## config.mk

```make
export PLATFORM = sky130hd
export DESIGN_NAME = julian_day_to_calendar_date_flat
export DESIGN_NICKNAME = d
export VERILOG_FILES = /design/src/rtl/core/jd2c_pkg.sv /design/src/rtl/core/jd2c_in_if.sv /design/src/rtl/core/jd2c_out_if.sv /design/src/rtl/core/jd2c_cdiv.sv /design/src/rtl/core/julian_day_to_calendar_date.sv /design/src/flat_wrapper.sv
export SDC_FILE = /design/constraint.sdc
export NUM_CORES = 2
export LEC_CHECK = 0
export ABC_AREA = 0
export ABC_CLOCK_PERIOD_IN_PS = 10150
export CORE_UTILIZATION = 58
export CTS_CLUSTER_DIAMETER = 80
export CTS_CLUSTER_SIZE = 30
export DETAILED_ROUTE_END_ITERATION = 12
export DONT_BUFFER_PORTS = 1
export PLACE_DENSITY = 0.72
export RECOVER_POWER = 50
export SLEW_MARGIN = 20
export SYNTH_ARGS = -nofsm -noshare
export SYNTH_HDL_FRONTEND = slang
export SYNTH_SLANG_ARGS = --single-unit
```

## constraint.sdc

```tcl
create_clock -name clk -period 10.15 [get_ports clk]
set_input_delay 1.5225 -clock clk [delete_from_list [all_inputs] [get_ports clk]]
set_output_delay 1.5225 -clock clk [all_outputs]
set_load 0.05 [all_outputs]
```

## src/rtl/core/jd2c_pkg.sv

```systemverilog
`timescale 1ns / 1ps
// shared widths, calendar constants and helper functions for the julian day converter
package jd2c_pkg;

    localparam int YEAR_W     = 16;
    localparam int MONTH_W    = 4;
    localparam int DOM_W      = 5;
    localparam int HOUR_W     = 5;
    localparam int MINUTE_W   = 6;
    localparam int SECOND_W   = 6;
    localparam int SOD_W      = 17;
    localparam int X_W        = 9;
    localparam int E_W        = 4;
    localparam int NE_W       = 23;

    localparam int unsigned GREG_START   = 2299161;
    localparam int unsigned GAP_FIRST    = 2299150;
    localparam int unsigned GAP_LAST     = 2299160;
    localparam int unsigned HALF_DAY     = 43200;
    localparam int unsigned LAST_SECOND  = 86399;
    localparam int unsigned ALPHA_BIAS   = 7468865;
    localparam int unsigned ALPHA_DIV    = 146097;
    localparam int unsigned B_BIAS       = 1524;
    localparam int unsigned C_MUL        = 100;
    localparam int unsigned C_BIAS       = 12210;
    localparam int unsigned C_DIV        = 36525;
    localparam int unsigned D_MUL        = 1461;
    localparam int unsigned E_MUL        = 10000;
    localparam int unsigned E_DIV        = 306001;
    localparam int unsigned YEAR_BIAS    = 4715;
    localparam int unsigned SEC_PER_HOUR = 3600;
    localparam int unsigned SEC_PER_MIN  = 60;
    localparam int unsigned E_WRAP       = 14;
    localparam int unsigned E_OFF_LOW    = 1;
    localparam int unsigned E_OFF_HIGH   = 13;
    localparam int unsigned MONTH_FEB    = 2;

    // quotient width of the constant divider for an n_w bit dividend
    function automatic int quot_width(input int n_w, input int divisor);
        return n_w - ($clog2(divisor + 1) - 1);
    endfunction

    // floor(30.6001 * e)
    function automatic logic [X_W-1:0] month_offset(input logic [E_W-1:0] e);
        logic [X_W-1:0] v;
        unique case (e)
            4'd0:  v = 9'd0;
            4'd1:  v = 9'd30;
            4'd2:  v = 9'd61;
            4'd3:  v = 9'd91;
            4'd4:  v = 9'd122;
            4'd5:  v = 9'd153;
            4'd6:  v = 9'd183;
            4'd7:  v = 9'd214;
            4'd8:  v = 9'd244;
            4'd9:  v = 9'd275;
            4'd10: v = 9'd306;
            4'd11: v = 9'd336;
            4'd12: v = 9'd367;
            4'd13: v = 9'd397;
            4'd14: v = 9'd428;
            4'd15: v = 9'd459;
        endcase
        return v;
    endfunction

endpackage

```

## src/rtl/core/jd2c_in_if.sv

```systemverilog
`timescale 1ns / 1ps
// input channel: day number and second of day
interface jd2c_in_if #(
    parameter int DAY_BITS = 23
);
    import jd2c_pkg::*;

    logic                 valid;
    logic                 ready;
    logic [DAY_BITS-1:0]  day_number;
    logic [SOD_W-1:0]     second_of_day;

    modport source (
        output valid,
        output day_number,
        output second_of_day,
        input  ready
    );

    modport sink (
        input  valid,
        input  day_number,
        input  second_of_day,
        output ready
    );
endinterface

```

## src/rtl/core/jd2c_out_if.sv

```systemverilog
`timescale 1ns / 1ps
// output channel: calendar date and time of day
interface jd2c_out_if;
    import jd2c_pkg::*;

    logic                       valid;
    logic                       ready;
    logic signed [YEAR_W-1:0]   year;
    logic [MONTH_W-1:0]         month;
    logic [DOM_W-1:0]           day_of_month;
    logic [HOUR_W-1:0]          hour;
    logic [MINUTE_W-1:0]        minute;
    logic [SECOND_W-1:0]        second;
    logic                       invalid;

    modport source (
        output valid,
        output year,
        output month,
        output day_of_month,
        output hour,
        output minute,
        output second,
        output invalid,
        input  ready
    );

    modport sink (
        input  valid,
        input  year,
        input  month,
        input  day_of_month,
        input  hour,
        input  minute,
        input  second,
        input  invalid,
        output ready
    );
endinterface

```

## src/rtl/core/jd2c_cdiv.sv

```systemverilog
`timescale 1ns / 1ps
// three stage divider by a constant: reciprocal estimate, remainder, correction
module jd2c_cdiv #(
    parameter int N_W     = 17,
    parameter int DIVISOR = 3600
) (
    input  logic                                              clk,
    input  logic [2:0]                                        adv,
    input  logic [N_W-1:0]                                    n,
    output logic [jd2c_pkg::quot_width(N_W, DIVISOR)-1:0]     q,
    output logic [$clog2(DIVISOR)-1:0]                        r
);
    localparam int T    = $clog2(DIVISOR + 1) - 1;
    localparam int NT   = N_W - T;
    localparam int P_W  = 2 * NT;
    localparam int R_W  = $clog2(DIVISOR);
    localparam int RE_W = $clog2(3 * DIVISOR);

    localparam logic [63:0]     MR_FULL = (64'd1 << N_W) / 64'(DIVISOR);
    localparam logic [NT-1:0]   MR      = MR_FULL[NT-1:0];
    localparam logic [N_W-1:0]  DIV_N   = N_W'(DIVISOR);
    localparam logic [RE_W-1:0] DIV_R   = RE_W'(DIVISOR);
    localparam logic [RE_W-1:0] DIV2_R  = RE_W'(2 * DIVISOR);

    logic [P_W-1:0]  prod_reg;
    logic [P_W-1:0]  prod_next;
    logic [N_W-1:0]  num_reg;
    logic [NT-1:0]   qe_reg;
    logic [NT-1:0]   qe_next;
    logic [N_W-1:0]  re_full;
    logic [RE_W-1:0] re_reg;
    logic [RE_W-1:0] re_next;
    logic [NT-1:0]   q_reg;
    logic [NT-1:0]   q_next;
    logic [R_W-1:0]  r_reg;
    logic [R_W-1:0]  r_next;

    // estimate never exceeds the true quotient and trails it by at most two
    assign prod_next = P_W'(n[N_W-1:T]) * P_W'(MR);
    assign qe_next   = prod_reg[P_W-1:NT];
    assign re_full   = num_reg - N_W'(qe_next) * DIV_N;
    assign re_next   = re_full[RE_W-1:0];

    always_comb
    begin
        priority if (re_reg >= DIV2_R)
        begin
            q_next = qe_reg + NT'(2);
            r_next = R_W'(re_reg - DIV2_R);
        end
        else if (re_reg >= DIV_R)
        begin
            q_next = qe_reg + NT'(1);
            r_next = R_W'(re_reg - DIV_R);
        end
        else
        begin
            q_next = qe_reg;
            r_next = R_W'(re_reg);
        end
    end

    always_ff @(posedge clk)
    begin
        if (adv[0])
        begin
            prod_reg <= prod_next;
            num_reg  <= n;
        end
        if (adv[1])
        begin
            qe_reg <= qe_next;
            re_reg <= re_next;
        end
        if (adv[2])
        begin
            q_reg <= q_next;
            r_reg <= r_next;
        end
    end

    assign q = q_reg;
    assign r = r_reg;

endmodule

```

## src/rtl/core/julian_day_to_calendar_date.sv

```systemverilog
`timescale 1ns / 1ps
// julian day number and second of day to calendar date and time of day
// Converts a whole chronological day number floor(JD + 0.5) plus the seconds
// since civil midnight into year, month, day, hour, minute and second, using
// the Julian calendar before day 2299161 and the Gregorian calendar from then
// on. Instants in the October 1582 gap raise invalid and zero the date fields.
// A second count above 86399 is clamped to 86399. The block takes one
// transaction per clock while the output is not stalled. The date chain has
// 15 register stages: a front stage, three constant dividers of three stages
// each joined by the B and NC stages and by the D and NE stages for the sums
// and products between them, and an output stage. A stalled output only holds
// back stages that are full, so bubbles still fill.
module julian_day_to_calendar_date #(
    parameter int DAY_BITS = 23
) (
    input  logic        clk,
    input  logic        rst_n,
    jd2c_in_if.sink     stamp,
    jd2c_out_if.source  result
);
    import jd2c_pkg::*;

    localparam int DW      = DAY_BITS;
    localparam int NS      = 15;
    localparam int NA_W    = DW + 2;
    localparam int QA_W    = quot_width(NA_W, ALPHA_DIV);
    localparam int B_W     = DW + 1;
    localparam int NC_W    = DW + 8;
    localparam int QC_W    = quot_width(NC_W, C_DIV);
    localparam int DP_W    = QC_W + 11;
    localparam int D_W     = DP_W - 2;
    localparam int QE_W    = quot_width(NE_W, E_DIV);
    localparam int QH_W    = quot_width(SOD_W, SEC_PER_HOUR);
    localparam int RH_W    = $clog2(SEC_PER_HOUR);
    localparam int QM_W    = quot_width(RH_W, SEC_PER_MIN);
    localparam int RM_W    = $clog2(SEC_PER_MIN);

    localparam int ST_DIV1 = 1;
    localparam int ST_B    = 4;
    localparam int ST_NC   = 5;
    localparam int ST_C    = 6;
    localparam int ST_TIME = 7;
    localparam int ST_D    = 9;
    localparam int ST_NE   = 10;
    localparam int ST_E    = 11;

    typedef struct packed {
        logic [DW-1:0]       z;
        logic                greg;
        logic                gap;
        logic [SOD_W-1:0]    s;
        logic [B_W-1:0]      b;
        logic [NC_W-1:0]     nc;
        logic [YEAR_W-1:0]   c_lo;
        logic [X_W-1:0]      x;
        logic [NE_W-1:0]     ne;
        logic [HOUR_W-1:0]   hour;
        logic [MINUTE_W-1:0] minute;
        logic [SECOND_W-1:0] second;
    } stage_t;

    logic [NS-1:0]       adv;
    logic [NS-1:0]       valid_reg;
    logic [NS-1:0]       valid_next;
    stage_t              stg_reg  [0:NS-2];
    stage_t              stg_next [0:NS-2];

    logic [SOD_W-1:0]    sec_sat;
    logic                gap_now;
    logic [NA_W-1:0]     alpha_num;
    logic [QA_W-1:0]     alpha_q;
    logic [QA_W-1:0]     alpha_adj;
    logic [B_W-1:0]      b_sum;
    logic [QC_W-1:0]     c_q;
    logic [DP_W-1:0]     d_prod;
    logic [D_W-1:0]      d_diff;
    logic [QE_W-1:0]     e_q;
    logic [QH_W-1:0]     hour_q;
    logic [RH_W-1:0]     hour_r;
    logic [QM_W-1:0]     min_q;
    logic [RM_W-1:0]     min_r;

    logic [E_W-1:0]      e_sel;
    logic [MONTH_W-1:0]  month_calc;
    logic [X_W-1:0]      dom_calc;
    logic [YEAR_W-1:0]   year_calc;

    logic [YEAR_W-1:0]   year_reg;
    logic [MONTH_W-1:0]  month_reg;
    logic [DOM_W-1:0]    dom_reg;
    logic [HOUR_W-1:0]   hour_reg;
    logic [MINUTE_W-1:0] minute_reg;
    logic [SECOND_W-1:0] second_reg;
    logic                invalid_reg;

    // a stage moves when it or any stage after it has room
    for (genvar k = 0; k < NS; k++)
    begin : g_adv
        assign adv[k] = result.ready || !(&valid_reg[NS-1:k]);
    end

    assign stamp.ready = adv[0];

    always_comb
    begin
        valid_next[0] = adv[0] ? stamp.valid : valid_reg[0];
        for (int k = 1; k < NS; k++)
        begin
            valid_next[k] = adv[k] ? valid_reg[k-1] : valid_reg[k];
        end
    end

    always_ff @(posedge clk or negedge rst_n)
    begin
        if (!rst_n)
        begin
            valid_reg <= '0;
        end
        else
        begin
            valid_reg <= valid_next;
        end
    end

    // front stage
    assign sec_sat = (stamp.second_of_day > SOD_W'(LAST_SECOND)) ?
                     SOD_W'(LAST_SECOND) : stamp.second_of_day;

    assign gap_now = (stamp.day_number > DW'(GAP_FIRST) && stamp.day_number < DW'(GAP_LAST))
                  || (stamp.day_number == DW'(GAP_FIRST) && sec_sat >= SOD_W'(HALF_DAY))
                  || (stamp.day_number == DW'(GAP_LAST) && sec_sat < SOD_W'(HALF_DAY));

    // gregorian correction and chain arithmetic between dividers
    assign alpha_num = stg_reg[0].greg ?
                       {stg_reg[0].z, 2'b00} - NA_W'(ALPHA_BIAS) : '0;
    assign alpha_adj = alpha_q - (alpha_q >> 2);
    assign b_sum     = B_W'(stg_reg[ST_B-1].z) + B_W'(B_BIAS)
                     + (stg_reg[ST_B-1].greg ? B_W'(alpha_adj) + B_W'(1) : '0);
    assign d_prod    = DP_W'(c_q) * DP_W'(D_MUL);
    assign d_diff    = D_W'(stg_reg[ST_D-1].b) - d_prod[DP_W-1:2];

    always_comb
    begin
        stg_next[0]        = '0;
        stg_next[0].z      = stamp.day_number;
        stg_next[0].greg   = stamp.day_number >= DW'(GREG_START);
        stg_next[0].gap    = gap_now;
        stg_next[0].s      = sec_sat;
        for (int k = 1; k < NS-1; k++)
        begin
            stg_next[k] = stg_reg[k-1];
        end
        stg_next[ST_B].b         = b_sum;
        stg_next[ST_B].hour      = HOUR_W'(hour_q);
        stg_next[ST_NC].nc       = NC_W'(stg_reg[ST_NC-1].b) * NC_W'(C_MUL) - NC_W'(C_BIAS);
        stg_next[ST_TIME].minute = MINUTE_W'(min_q);
        stg_next[ST_TIME].second = SECOND_W'(min_r);
        stg_next[ST_D].c_lo      = YEAR_W'(c_q);
        stg_next[ST_D].x         = d_diff[X_W-1:0];
        stg_next[ST_NE].ne       = NE_W'(stg_reg[ST_NE-1].x) * NE_W'(E_MUL);
    end

    always_ff @(posedge clk)
    begin
        for (int k = 0; k < NS-1; k++)
        begin
            if (adv[k])
            begin
                stg_reg[k] <= stg_next[k];
            end
        end
    end

    jd2c_cdiv #(
        .N_W     (NA_W),
        .DIVISOR (ALPHA_DIV)
    ) u_alpha_div (
        .clk (clk),
        .adv (adv[ST_DIV1+2:ST_DIV1]),
        .n   (alpha_num),
        .q   (alpha_q),
        .r   ()
    );

    jd2c_cdiv #(
        .N_W     (SOD_W),
        .DIVISOR (SEC_PER_HOUR)
    ) u_hour_div (
        .clk (clk),
        .adv (adv[ST_DIV1+2:ST_DIV1]),
        .n   (stg_reg[0].s),
        .q   (hour_q),
        .r   (hour_r)
    );

    jd2c_cdiv #(
        .N_W     (RH_W),
        .DIVISOR (SEC_PER_MIN)
    ) u_min_div (
        .clk (clk),
        .adv (adv[ST_B+2:ST_B]),
        .n   (hour_r),
        .q   (min_q),
        .r   (min_r)
    );

    jd2c_cdiv #(
        .N_W     (NC_W),
        .DIVISOR (C_DIV)
    ) u_c_div (
        .clk (clk),
        .adv (adv[ST_C+2:ST_C]),
        .n   (stg_reg[ST_C-1].nc),
        .q   (c_q),
        .r   ()
    );

    jd2c_cdiv #(
        .N_W     (NE_W),
        .DIVISOR (E_DIV)
    ) u_e_div (
        .clk (clk),
        .adv (adv[ST_E+2:ST_E]),
        .n   (stg_reg[ST_E-1].ne),
        .q   (e_q),
        .r   ()
    );

    // month, day and year from e
    assign e_sel      = e_q[E_W-1:0];
    assign month_calc = (e_sel < E_W'(E_WRAP)) ? e_sel - E_W'(E_OFF_LOW)
                                               : e_sel - E_W'(E_OFF_HIGH);
    assign dom_calc   = stg_reg[NS-2].x - month_offset(e_sel);
    assign year_calc  = stg_reg[NS-2].c_lo - YEAR_W'(YEAR_BIAS)
                      - YEAR_W'(month_calc > MONTH_W'(MONTH_FEB));

    always_ff @(posedge clk)
    begin
        if (adv[NS-1])
        begin
            hour_reg    <= stg_reg[NS-2].hour;
            minute_reg  <= stg_reg[NS-2].minute;
            second_reg  <= stg_reg[NS-2].second;
            invalid_reg <= stg_reg[NS-2].gap;
            if (stg_reg[NS-2].gap)
            begin
                year_reg  <= '0;
                month_reg <= '0;
                dom_reg   <= '0;
            end
            else
            begin
                year_reg  <= year_calc;
                month_reg <= month_calc;
                dom_reg   <= dom_calc[DOM_W-1:0];
            end
        end
    end

    assign result.valid        = valid_reg[NS-1];
    assign result.year         = year_reg;
    assign result.month        = month_reg;
    assign result.day_of_month = dom_reg;
    assign result.hour         = hour_reg;
    assign result.minute       = minute_reg;
    assign result.second       = second_reg;
    assign result.invalid      = invalid_reg;

endmodule

```

## src/flat_wrapper.sv

```systemverilog
// flat-port wrapper written by rule: the top's interface ports become plain ports
module julian_day_to_calendar_date_flat import jd2c_pkg::*;
#(
    parameter int DAY_BITS = 23
)
  (clk, rst_n, stamp_valid, stamp_day_number, stamp_second_of_day, stamp_ready, result_valid, result_year, result_month, result_day_of_month, result_hour, result_minute, result_second, result_invalid, result_ready);
  jd2c_in_if #(.DAY_BITS(DAY_BITS)) stamp_i ();
  jd2c_out_if result_i ();
  input  logic clk;
  input  logic rst_n;
  input wire logic [$bits(stamp_i.valid)-1:0] stamp_valid;
  input wire logic [$bits(stamp_i.day_number)-1:0] stamp_day_number;
  input wire logic [$bits(stamp_i.second_of_day)-1:0] stamp_second_of_day;
  output wire logic [$bits(stamp_i.ready)-1:0] stamp_ready;
  output wire logic [$bits(result_i.valid)-1:0] result_valid;
  output wire logic [$bits(result_i.year)-1:0] result_year;
  output wire logic [$bits(result_i.month)-1:0] result_month;
  output wire logic [$bits(result_i.day_of_month)-1:0] result_day_of_month;
  output wire logic [$bits(result_i.hour)-1:0] result_hour;
  output wire logic [$bits(result_i.minute)-1:0] result_minute;
  output wire logic [$bits(result_i.second)-1:0] result_second;
  output wire logic [$bits(result_i.invalid)-1:0] result_invalid;
  input wire logic [$bits(result_i.ready)-1:0] result_ready;
  assign stamp_i.valid = stamp_valid;
  assign stamp_i.day_number = stamp_day_number;
  assign stamp_i.second_of_day = stamp_second_of_day;
  assign stamp_ready = stamp_i.ready;
  assign result_valid = result_i.valid;
  assign result_year = result_i.year;
  assign result_month = result_i.month;
  assign result_day_of_month = result_i.day_of_month;
  assign result_hour = result_i.hour;
  assign result_minute = result_i.minute;
  assign result_second = result_i.second;
  assign result_invalid = result_i.invalid;
  assign result_i.ready = result_ready;
  julian_day_to_calendar_date #(.DAY_BITS(DAY_BITS)) u_core (.clk(clk), .rst_n(rst_n), .stamp(stamp_i), .result(result_i));
endmodule
```

==> out/results.txt <==
status: complete, but fails checks
failing checks: max-capacitance violations, max-slew violations
WL final: 77.1 mm
CP Capture Type: output pin
clock-pin transition on the worst setup and hold timing paths: 0.10 ns
max cap viols: 7
Remaining DRCs: 0
H-tree depth: 2
Mapped Cells: 3832
DR pass1 iterations: 5
via/cell ratio: 5.20
Slew @ Worst Pin: 3.24 ns
Post-CTS Hold Buffers: 0
via count: 26200
clock skew: 0.0583 ns
layout cells sized above 1: 0.0305
post-route ant nets: 0
vias in the first global route: 26700
Hold Path Sink: u_core.u_c_div.num_reg[12]$_DFFE_PP_
Synth Net Count: 4809
Starting Density: 0.590
Layout fillers: 6480
fraction of registers with async set/reset: 0.0183
cell area after synthesis: 49600 sq um
synth-to-layout area growth: 5.96%
Tcrit/Tclk final: 0.757
Yosys reg bits: 818
total gr overflow: 0
largest net degree at the start of global routing: 74
Worst Path Max Fanout: 73
area share of the largest cell type after synthesis: 0.483
max FFs per register: 471
Synth area leader: edfxtp_1
Slew Limit Fails: 274
critical path launch point type: input port
I/O pin total: 89
Nets: 4851
PnR worst setup slack: 2.46 ns
Max Fclk: 130 MHz
DR WL/cell: 15.3 microns
final setup violating endpoints: 0
R2R Setup Slk: 3.88 ns
die height: 294 microns
utilization after layout: 0.625
Final HPWL DP: 61.0 mm
Setup WS pre-CTS: 3.90 ns
Row Count: 106
CTS max path bufs: 3
RSZ-0062 raised after global routing: no
hold path start: u_core.stg_reg[0][887]$_DFFE_PP_
number of synthesized flops with an enable pin: 798
first-pass GRT wire length: 129 mm
Clk Latency, worst-skew pair: 0.64 ns
post-CTS resize count: 0
Hold Vio Cnt, Final: 0
Total GRT Usage: 0.185
setup_tns: 0 ns
Port Buffers: 0
WHS Path Cells: 0
Slew HR: -1.16
initial antenna violation count: 0
R2R depth: 24
TritonCTS Sinks: 818
CP required: 8.63 ns
Avg Inst Size Synth: 12.9 sq um
Final GP Congestion: 0.857
DIE WIDTH: 294 microns
crit path kind: in -> out
post-route minimum period: 7.69 ns
core area: 84100 sq um
FF-to-FF Start: u_core.stg_reg[0][139]$_DFFE_PP_
Crit path arrival time: 6.16 ns
worst reg2reg endpoint: u_core.u_alpha_div.prod_reg[15]$_DFFE_PP_
Area contributors post-synth: edfxtp_1 48%, ha_1 17%, fa_1 11%
Ant. Diodes: 0
CTS Buf Count: 42
YS warnings: 0
HP Class: reg -> reg
Die Area: 86700 sq um
Clock Root Buffer: clkbuf_16
Setup Fix Bufs, Post-CTS: 0
post-synthesis sequential area ratio: 0.493
Synth cell types: 85
Iteration-0 DRC Markers: 1044
Primary FF master, synth: edfxtp_1
TritonCTS clock tree: built
## layout by cell type, fill, tap and decap left out, drive strengths merged, types with 5 or more instances in the layout
| cell | n |
|---|---|
| a211o | 7 |
| o41ai | 8 |
| clkbuf | 59 |
| edfxtp | 798 |
| and3 | 18 |
| a21o | 41 |
| o21a | 29 |
| and2 | 39 |
| dfrtp | 15 |
| nand2 | 128 |
| xor2 | 92 |
| xnor2 | 229 |
| clkinv | 13 |
| o21bai | 19 |
| nand4 | 15 |
| a31oi | 15 |
| or2 | 12 |
| ha | 657 |
| nand3 | 70 |
| nor2b | 37 |
| nand2b | 38 |
| dfxtp | 5 |
| o21ai | 85 |
| o2111ai | 6 |
| o211ai | 8 |
| nor4 | 10 |
| o31a | 5 |
| a21oi | 120 |
| buf | 8 |
| mux2i | 5 |
| inv | 713 |
| nor3 | 58 |
| a21boi | 11 |
| a211oi | 10 |
| nor2 | 168 |
| fa | 276 |
| or3 | 13 |
## final cells by class
| class | count | area [sq um] | area share |
|---|---|---|---|
| well taps | 1134 | 1420 | 0.0270 |
| clock buffers | 54 | 1110 | 0.0210 |
| repair buffers | 13 | 78.8 | 0.00150 |
| flip-flops and latches | 818 | 24400 | 0.465 |
| clock inverters | 24 | 398 | 0.00757 |
| multi-input cells | 2295 | 22500 | 0.428 |
| inverters | 704 | 2640 | 0.0503 |
## metrics by stage
stage,area [sq um],hold slack (ns),std cells
finish,52600,0.402,5042
global route,52600,0.408,5042
CTS,52600,0.399,5042
detailed placement,51100,0.405,4964
global placement,51100,0.400,4964
floorplan,49600,0.400,3832
## how the worst max path moves through the flow
stage                                                      endpoint  depth (start not counted)                        startpoint  slack, ns
after CTS                 u_core.u_alpha_div.prod_reg[15]$_DFFE_PP_                         24  u_core.stg_reg[0][139]$_DFFE_PP_       3.86
after global routing                                    stamp_ready                         13                      result_ready       1.95
final                                                   stamp_ready                         13                      result_ready       2.46
after floorplan                                         stamp_ready                         10                      result_ready       1.38
after detailed placement  u_core.u_alpha_div.prod_reg[15]$_DFFE_PP_                         24  u_core.stg_reg[0][139]$_DFFE_PP_       3.90
after global placement    u_core.u_alpha_div.prod_reg[15]$_DFFE_PP_                         24  u_core.stg_reg[0][139]$_DFFE_PP_       4.05
## worst max-delay path: stages
cell and delay [ns]:
nor2b_1 0.05, clkinv_1 0.06, nor2_1 0.07, and2_0 0.25, inv_1 0.10, clkbuf_1 1.73, nor2_1 0.27, and2_1 0.35
nand3_4 0.10, buf_4 0.70, nor2_1 0.22, nand2_2 0.13, buf_4 0.54
## metal layers
| layer | track usage | vias to the layer above | part of all wire |
|---|---|---|---|
| li1 | - | 13200 | - |
| met1 | 0.240 | 12700 | 0.45 |
| met2 | 0.327 | 250 | 0.50 |
| met3 | 0.0222 | 82 | 0.026 |
| met4 | 0.0490 | 0 | 0.024 |
| met5 | 0 | - | 0 |
## kinds of logic (layout without fill, tap and decap cells)
logic type               after synthesis  in the layout  share of synthesized area
buffers and inverters                719            795                     0.0544
multiplexers                           7              7                    0.00146
XOR/XNOR                             321            321                     0.0567
flip-flops                           818            818                      0.493
adder cells (fa/ha/maj)              933            933                      0.277
AO/OA/AOI/OAI                        405            405                     0.0544
AND/OR/NAND/NOR                      629            629                     0.0632
## synthesized netlist by cell type, types with 5 or more instances
master / instances
o211ai_1: 7
nor2_1: 168
ha_1: 657
a31oi_1: 14
inv_1: 703
or2_2: 12
nor3_1: 57
xor2_1: 92
clkbuf_1: 14
edfxtp_1: 798
or3_1: 13
a21boi_0: 9
xnor2_1: 229
nand4_1: 14
a21o_1: 41
o21a_1: 29
nor2b_1: 36
and3_1: 18
o41ai_1: 5
dfxtp_1: 5
fa_1: 276
dfrtp_1: 15
and2_1: 39
nor4_1: 8
mux2i_1: 5
a211oi_1: 10
o21ai_0: 81
a21oi_1: 118
o31a_1: 5
o21bai_1: 19
nand3_1: 70
nand2_1: 128
a211o_1: 7
nand2b_1: 38
Power is left out: the tool's default activity adds up to more than one toggle a clock period on the data nets, which glitch-free logic cannot reach.
